===== config.mk =====
export PLATFORM = sky130hd
export DESIGN_NAME = stql_div
export DESIGN_NICKNAME = d
export VERILOG_FILES = /design/src/design/sorted_table_quantile_lookup_unit_macros.svh /design/src/design/stql_pkg.sv /design/src/design/stql_div.sv
export SDC_FILE = /design/constraint.sdc
export NUM_CORES = 1
export LEC_CHECK = 0
export BUFFER_PORTS_ARGS = -buffer_cell sky130_fd_sc_hd__buf_2
export CAP_MARGIN = 20
export CORE_AREA = 5 5 73 75
export DETAILED_ROUTE_END_ITERATION = 10
export DIE_AREA = 0 0 78 80
export PLACE_DENSITY = 0.82
export SLEW_MARGIN = 10
export SYNTH_ARGS = -nofsm -noshare
export SYNTH_HDL_FRONTEND = slang
export SYNTH_SLANG_ARGS = --single-unit
export TNS_END_PERCENT = 10

===== constraint.sdc =====
create_clock -name clk -period 2.6 [get_ports clk]
set_input_delay 0.26 -clock clk [delete_from_list [all_inputs] [get_ports clk]]
set_output_delay 0.26 -clock clk [all_outputs]
set_load 0.005 [all_outputs]

===== src/design/sorted_table_quantile_lookup_unit_macros.svh =====
// ----------------------------------------------------------------------------
// sorted table quantile lookup - assertion macros
// shared concurrent checks, written one use to a line in the asserting file
// ----------------------------------------------------------------------------
`ifndef SORTED_TABLE_QUANTILE_LOOKUP_UNIT_MACROS_SVH
`define SORTED_TABLE_QUANTILE_LOOKUP_UNIT_MACROS_SVH

// same-cycle implication
`define STQL_ASSERT_NOW(lbl, clk, rst, ante, cons, msg) \
  lbl: assert property (@(posedge clk) disable iff (rst) (ante) |-> (cons)) \
    else $error(msg);

// next-cycle implication
`define STQL_ASSERT_NEXT(lbl, clk, rst, ante, cons, msg) \
  lbl: assert property (@(posedge clk) disable iff (rst) (ante) |=> (cons)) \
    else $error(msg);

`endif


===== src/design/stql_pkg.sv =====
// ----------------------------------------------------------------------------
// stql_pkg
// shared constants and codes of the sorted table quantile lookup unit
// ----------------------------------------------------------------------------
package stql_pkg;

  localparam int DEF_TABLE_DEPTH = 1024;
  localparam int DEF_VALUE_WIDTH = 32;

  localparam int ACTION_W = 2;
  localparam int STATUS_W = 2;

  // quantile is unsigned q0.16 with room for 1.0
  localparam int QUANT_W = 17;
  // rank is in halves, so the scale is 65536 / 2
  localparam int HALF_SH = 15;
  localparam int STEP_W  = $clog2(QUANT_W);

  // action codes
  localparam logic [ACTION_W-1:0] ACT_QUERY = 2'd0;
  localparam logic [ACTION_W-1:0] ACT_LOAD  = 2'd1;
  localparam logic [ACTION_W-1:0] ACT_CLEAR = 2'd2;

  // status codes
  localparam logic [STATUS_W-1:0] ST_QUERY_OK = 2'd0;
  localparam logic [STATUS_W-1:0] ST_EMPTY    = 2'd1;
  localparam logic [STATUS_W-1:0] ST_FULL     = 2'd2;
  localparam logic [STATUS_W-1:0] ST_DONE     = 2'd3;

endpackage


===== src/design/stql_div.sv =====
// ----------------------------------------------------------------------------
// stql_div
// restoring divider, one quotient bit a cycle: floor(rank * 32768 / count)
// ----------------------------------------------------------------------------
module stql_div #(
  parameter int COUNT_W = 11
) (
  input  logic                         clk,
  input  logic                         rst,
  input  logic                         start,
  input  logic [COUNT_W:0]             rank,
  input  logic [COUNT_W-1:0]           divisor,
  output logic                         done,
  output logic [stql_pkg::QUANT_W-1:0] quotient
);
  import stql_pkg::*;

  localparam int DIVD_W = COUNT_W + 1 + HALF_SH;
  localparam logic [STEP_W-1:0] LAST_STEP = STEP_W'(QUANT_W - 1);

  logic                running;
  logic [STEP_W-1:0]   step;
  logic [COUNT_W:0]    rem;
  logic [QUANT_W-1:0]  sh;
  logic [DIVD_W-1:0]   dividend;
  logic [COUNT_W+1:0]  trial;
  logic                ge;

  // quotient fits in QUANT_W bits, so the high dividend bits seed the remainder
  assign dividend = {rank, {HALF_SH{1'b0}}};
  assign trial    = {rem, sh[QUANT_W-1]};
  assign ge       = trial >= (COUNT_W+2)'(divisor);
  assign quotient = sh;

  always_ff @(posedge clk) begin
    if (rst) begin
      running <= 1'b0;
      done    <= 1'b0;
      step    <= '0;
    end else begin
      done <= 1'b0;
      if (start) begin
        running <= 1'b1;
        step    <= '0;
        rem     <= (COUNT_W+1)'(dividend >> QUANT_W);
        sh      <= dividend[QUANT_W-1:0];
      end else if (running) begin
        rem  <= ge ? (COUNT_W+1)'(trial - (COUNT_W+2)'(divisor)) : (COUNT_W+1)'(trial);
        sh   <= {sh[QUANT_W-2:0], ge};
        step <= step + STEP_W'(1);
        if (step == LAST_STEP) begin
          running <= 1'b0;
          done    <= 1'b1;
        end
      end
    end
  end

endmodule


Word level (Yosys, flattened, before mapping)
Index checks and enable logic that the tools add are counted.

word-level totals
  register bits = 36
  output and inout bits = 18
  logic and storage cells = 26
  bits of input ports = 26

cells by class
  add/sub/neg operators = 2
  reduce and logical (&&, ||, !) cells = 4
  equal/unequal tests = 1
  $lt $le $gt $ge = 1
  multiplexer cells = 9
  bitwise gates (word level) = 2

operator list
  operator                                                        count
  17-bit two-way mux                                              2
  12-bit two-way mux                                              2
  13-bit by 11-bit greater-or-equal comparator with 1-bit output  1
  12-bit by 11-bit subtractor with 12-bit output                  1
  10-bit two-way mux                                              1
  5-bit by 1-bit adder with 5-bit output, second input constant   1
  5-bit == test, second input constant                            1
  1-bit two-way mux                                               4
  3-bit OR reduction                                              1
  1-bit inverter                                                  2
  2-bit AND reduction                                             1
  2-bit nonzero test                                              1
  2-bit OR reduction                                              1

Logic depth before layout (Yosys ltp)
  word-level depth = 4
  mapped depth = 9
  mapped depth without buffers = 9

Least setup slack after synthesis
Ideal clock, no wire load.

  kind = register -> register
  start point = register running
  end point = register sh[0], in the netlist quotient[0], enable pin
  stages on the path, launching flop included = 4
  setup slack = 0.337 ns
  clock period less this slack = 2.263 ns
  library setup time = 0.415 ns
  required time = 2.185 ns
  arrival time = 1.849 ns
  buffers on the path = 1
  path through = dfxtp_1 -> clkbuf_1 -> nor2_1 -> nor2_1

between the ends
  cells in the longest elaborated chain, start to end = 2

ends and longest elaborated chain
  element                               RTL line        text
  start: declaration                    stql_div.sv:21  logic running;
  start signal: assignment              stql_div.sv:37  running <= 1'b0;
  start signal: assignment              stql_div.sv:43  running <= 1'b1;
  start signal: assignment              stql_div.sv:52  running <= 1'b0;
  2-bit nonzero test (no source line)   n/a
  2-bit AND reduction (no source line)  n/a
  end signal: assignment                stql_div.sv:46  sh <= dividend[QUANT_W-1:0];
  end signal: assignment                stql_div.sv:49  sh <= {sh[QUANT_W-2:0], ge};
  end: declaration                      stql_div.sv:24  logic [QUANT_W-1:0] sh;

No other way between the ends.
A chain may end at the register's enable or synchronous reset.

Worst setup path in the final report
  start point = register rem[7]
  end point = register rem[3] (data pin)

between the ends
  cells in the longest elaborated chain, start to end = 4

ends and longest elaborated chain
  element                                                         RTL line        text
  start: declaration                                              stql_div.sv:23  logic [COUNT_W:0] rem;
  start signal: assignment                                        stql_div.sv:45  rem <= (COUNT_W+1)'(dividend >> QUANT_W);
  start signal: assignment                                        stql_div.sv:48  rem <= ge ? (COUNT_W+1)'(trial - (COUNT_W+2)'(divisor)) : (COUNT_W+1)'(trial);
  13-bit by 11-bit greater-or-equal comparator with 1-bit output  stql_div.sv:32  assign ge = trial >= (COUNT_W+2)'(divisor);
  12-bit two-way mux                                              stql_div.sv:48
  12-bit two-way mux                                              stql_div.sv:47  end else if (running) begin
  10-bit two-way mux                                              stql_div.sv:42  if (start) begin

No other way between the ends. The select of a mux whose other input is x is not followed.

==> metrics.cfg <==
[placed_design]
place.detailed.hpwl_um = 3410
finalWeightedCongestion = 0.874
placed_cells = 304
pre_cts_setup_slack_ns = 0.0183
io_buffers = 43

[worst_hold_path]
hp-class = in2reg
worstHoldStart = rst

[critical_path]
reg2reg_slack_ns = 0.12
crit_chain = ha_1 > a21oi_1 > o21ai_2 > a311oi_2 > a22oi_2 > buf_12 > and2_4 > a221o_1
timing.critical_path.from = rem[7]
critical_path.slowest_cell = sky130_fd_sc_hd__edfxtp_1
timing.rr.end = rem[3]
combined_buffer_and_inverter_count_along_the_critical_path = 1
cp_max_fo = 9
regToRegStartpoint = rem[7]
crit_path_max_incr_delay_ns = 0.40
reg2regPathDepth = 8
setup.worst_path.end = rem[3]
critPathLaunchType = register
timing.critical_path.max_delay_family = compound AO/OA/AOI/OAI gates
cp.depth = 8
end_kind = register
crit_required_ns = 2.64
criticalPathCategory = reg2reg
cp_data_arrival_time_ns = 2.51

[final_layout]
layout.filler_cells = 395
diodes_inserted = 0
layout.cells.non_filler = 314
layout-drive-gt1-share = 0.273
postLayoutCoreUtil = 0.564
synthToLayoutAreaGrowth_pct = 19.1
finalNetCount = 299

[clock_network]
later_pin_clock_latency_in_the_skew_report_ns = 0.28
post_cts.resized_instances = 0
postCtsSetupRepairBufs = 2
cts_root_buf = sky130_fd_sc_hd__clkbuf_8
clk_path_buf_depth = 2
cts_tree = done
cts.sink_count = 36
cts-htree-levels = 2
cts-buffers-inserted = 5
clk_transition_reported_paths_ns = 0.07
ctsHoldBuffers = 0

[yosys]
ys_types = 48
ys_ff_latch = 36
seq_area_frac_synth = 0.464
synth-edff-count = 29
synthFlopType = sky130_fd_sc_hd__edfxtp_1
ys_async_sr_fraction = 0
synthesized_area_divided_by_synthesized_cell_count_um2 = 10.4
synth.yosys.warnings = 0
postSynthNetCount = 249
synth.cell_area_um2 = 2180
synth_cells = 209

[power_and_ir_drop]
vdd_drop_max_mv = 0.389
p_per_area_nw_per_um2 = 589
leakage_nw = 1.12

[flow_run]
drv.max_cap_violation_count = 0

[floorplanning]
ios = 44
die-height_um = 80
fp.dieW_um = 78
initial_core_util = 0.474
design.die.area_um2 = 6240
std_cell_rows = 25
coreArea_um2 = 4600

[timing]
fmax_ghz = 0.404
setup_repair_after_global_routing_missed_its_margin = false
slew_headroom = 0.605
worst_clock_skew_ns = 0.00499
slew_violations = 0
setup_slack_ns = 0.123
final_setup_vio_count = 0
timing.hold.ws_ns = 0.181
slew_at_the_pin_with_the_worst_max_slew_slack_ns = 0.592
period_share = 0.953
totalNegativeSetupSlack_ns = 0
fin_crit_ns = 2.48
timing.final.hold_violations = 0

[routing]
drc_errors = 0
via_count = 1693
number_of_antenna_violating_nets_in_the_routed_design = 0
detail_route.vias_per_cell = 5.39
dr.first_iter.drc_count = 141
routed_wirelength_um = 4660
detail_route.wl_per_cell_um = 14.8
dr.pass1.iters = 4

[global_route]
global_route_usage_over_all_layers = 0.158
grt_antenna_before_repair = 0
grt_pass1_wl_um = 7850
grt_max_degree = 25
grt_remaining_overflow = 0
via_count_of_the_first_global_routing_pass = 1698

[run_status]
outcome = complete, no violations

-- worst min path at each step --
stage | to | cells past startpoint
6_report | running | 2
5_1_grt | running | 2
4_1_cts | running | 2
3_5_place_dp | running | 2
3_3_place_gp | running | 2
2_1_floorplan | running | 1
-- cells in the final DEF, fill, tap and decap left out, drive strengths merged, types with 3 or more instances in the layout --
master	count
edfxtp	29
xor2	7
mux2i	6
mux2	4
dfxtp	7
o21ai	12
nand4	3
nand3	4
xnor2	5
a21oi	7
nor2b	20
nor2	17
inv	17
or3	3
ha	13
clkbuf	7
o211ai	3
nand2	15
buf	49
nor3	4
-- layout make-up --
cell class	count	area [µm²]	area share
Tap cell	54	67.6	0.0260
Inverter	17	63.8	0.0246
Clock inverter	1	7.51	0.00289
Timing Repair Buffer	49	285	0.110
Sequential cell	36	1010	0.390
Multi-Input combinational cell	150	1070	0.414
Clock buffer	7	86.3	0.0333
-- worst reg2reg max path: stages, from the launching register on --
cell and delay [ns]:
sky130_fd_sc_hd__edfxtp_1 0.40, sky130_fd_sc_hd__ha_1 0.38, sky130_fd_sc_hd__a21oi_1 0.29, sky130_fd_sc_hd__o21ai_2 0.13
sky130_fd_sc_hd__a311oi_2 0.25, sky130_fd_sc_hd__a22oi_2 0.16, sky130_fd_sc_hd__buf_12 0.17, sky130_fd_sc_hd__and2_4 0.16
sky130_fd_sc_hd__a221o_1 0.28
-- where the power goes --
part / total, mW / internal [mW] / switching (mW)
logic: 0.416 / 0.198 / 0.218
clock network: 0.414 / 0.215 / 0.199
registers: 0.699 / 0.676 / 0.0225
-- synth_stat cells (all sizes together), types with 5 or more instances --
library cell,count,area [µm²]
o21ai,12,63.8
xor2,7,61.3
ha,13,163
xnor2,5,43.8
dfxtp,7,140
a21oi,7,35.0
nor2,17,63.8
edfxtp,29,871
nor2b,20,128
nand2,15,56.3
inv,17,63.8
mux2i,6,60.1
-- state kept, by name, summed over array words and instances (netlist names) --
| signal | flops |
|---|---|
| done | 1 |
| running | 1 |
| quotient | 17 |
| rem | 12 |
| step | 5 |
-- cells by family after synthesis --
kind of cell / share of synthesized area
compound gates: 0.121
xor+xnor: 0.0482
fa+ha+maj: 0.0838
buf+inv: 0.0448
flops: 0.464
mux: 0.0482
simple gates: 0.191
-- per-layer routing --
metal,track usage,routed length [µm]
met4,0.0642,108
met1,0.205,2140
met5,0,0
met2,0.249,2150
met3,0.0406,249
-- stage by stage --
stage | instance area [µm²] | power, mW
finish | 2590 | 1.53
global route | 2590 | 1.62
CTS | 2590 | 1.54
detailed placement | 2470 | 1.10
global placement | 2470 | 1.09
floorplan | 2180 | 0.999
Note: power is estimated with default switching activity, not from simulation.
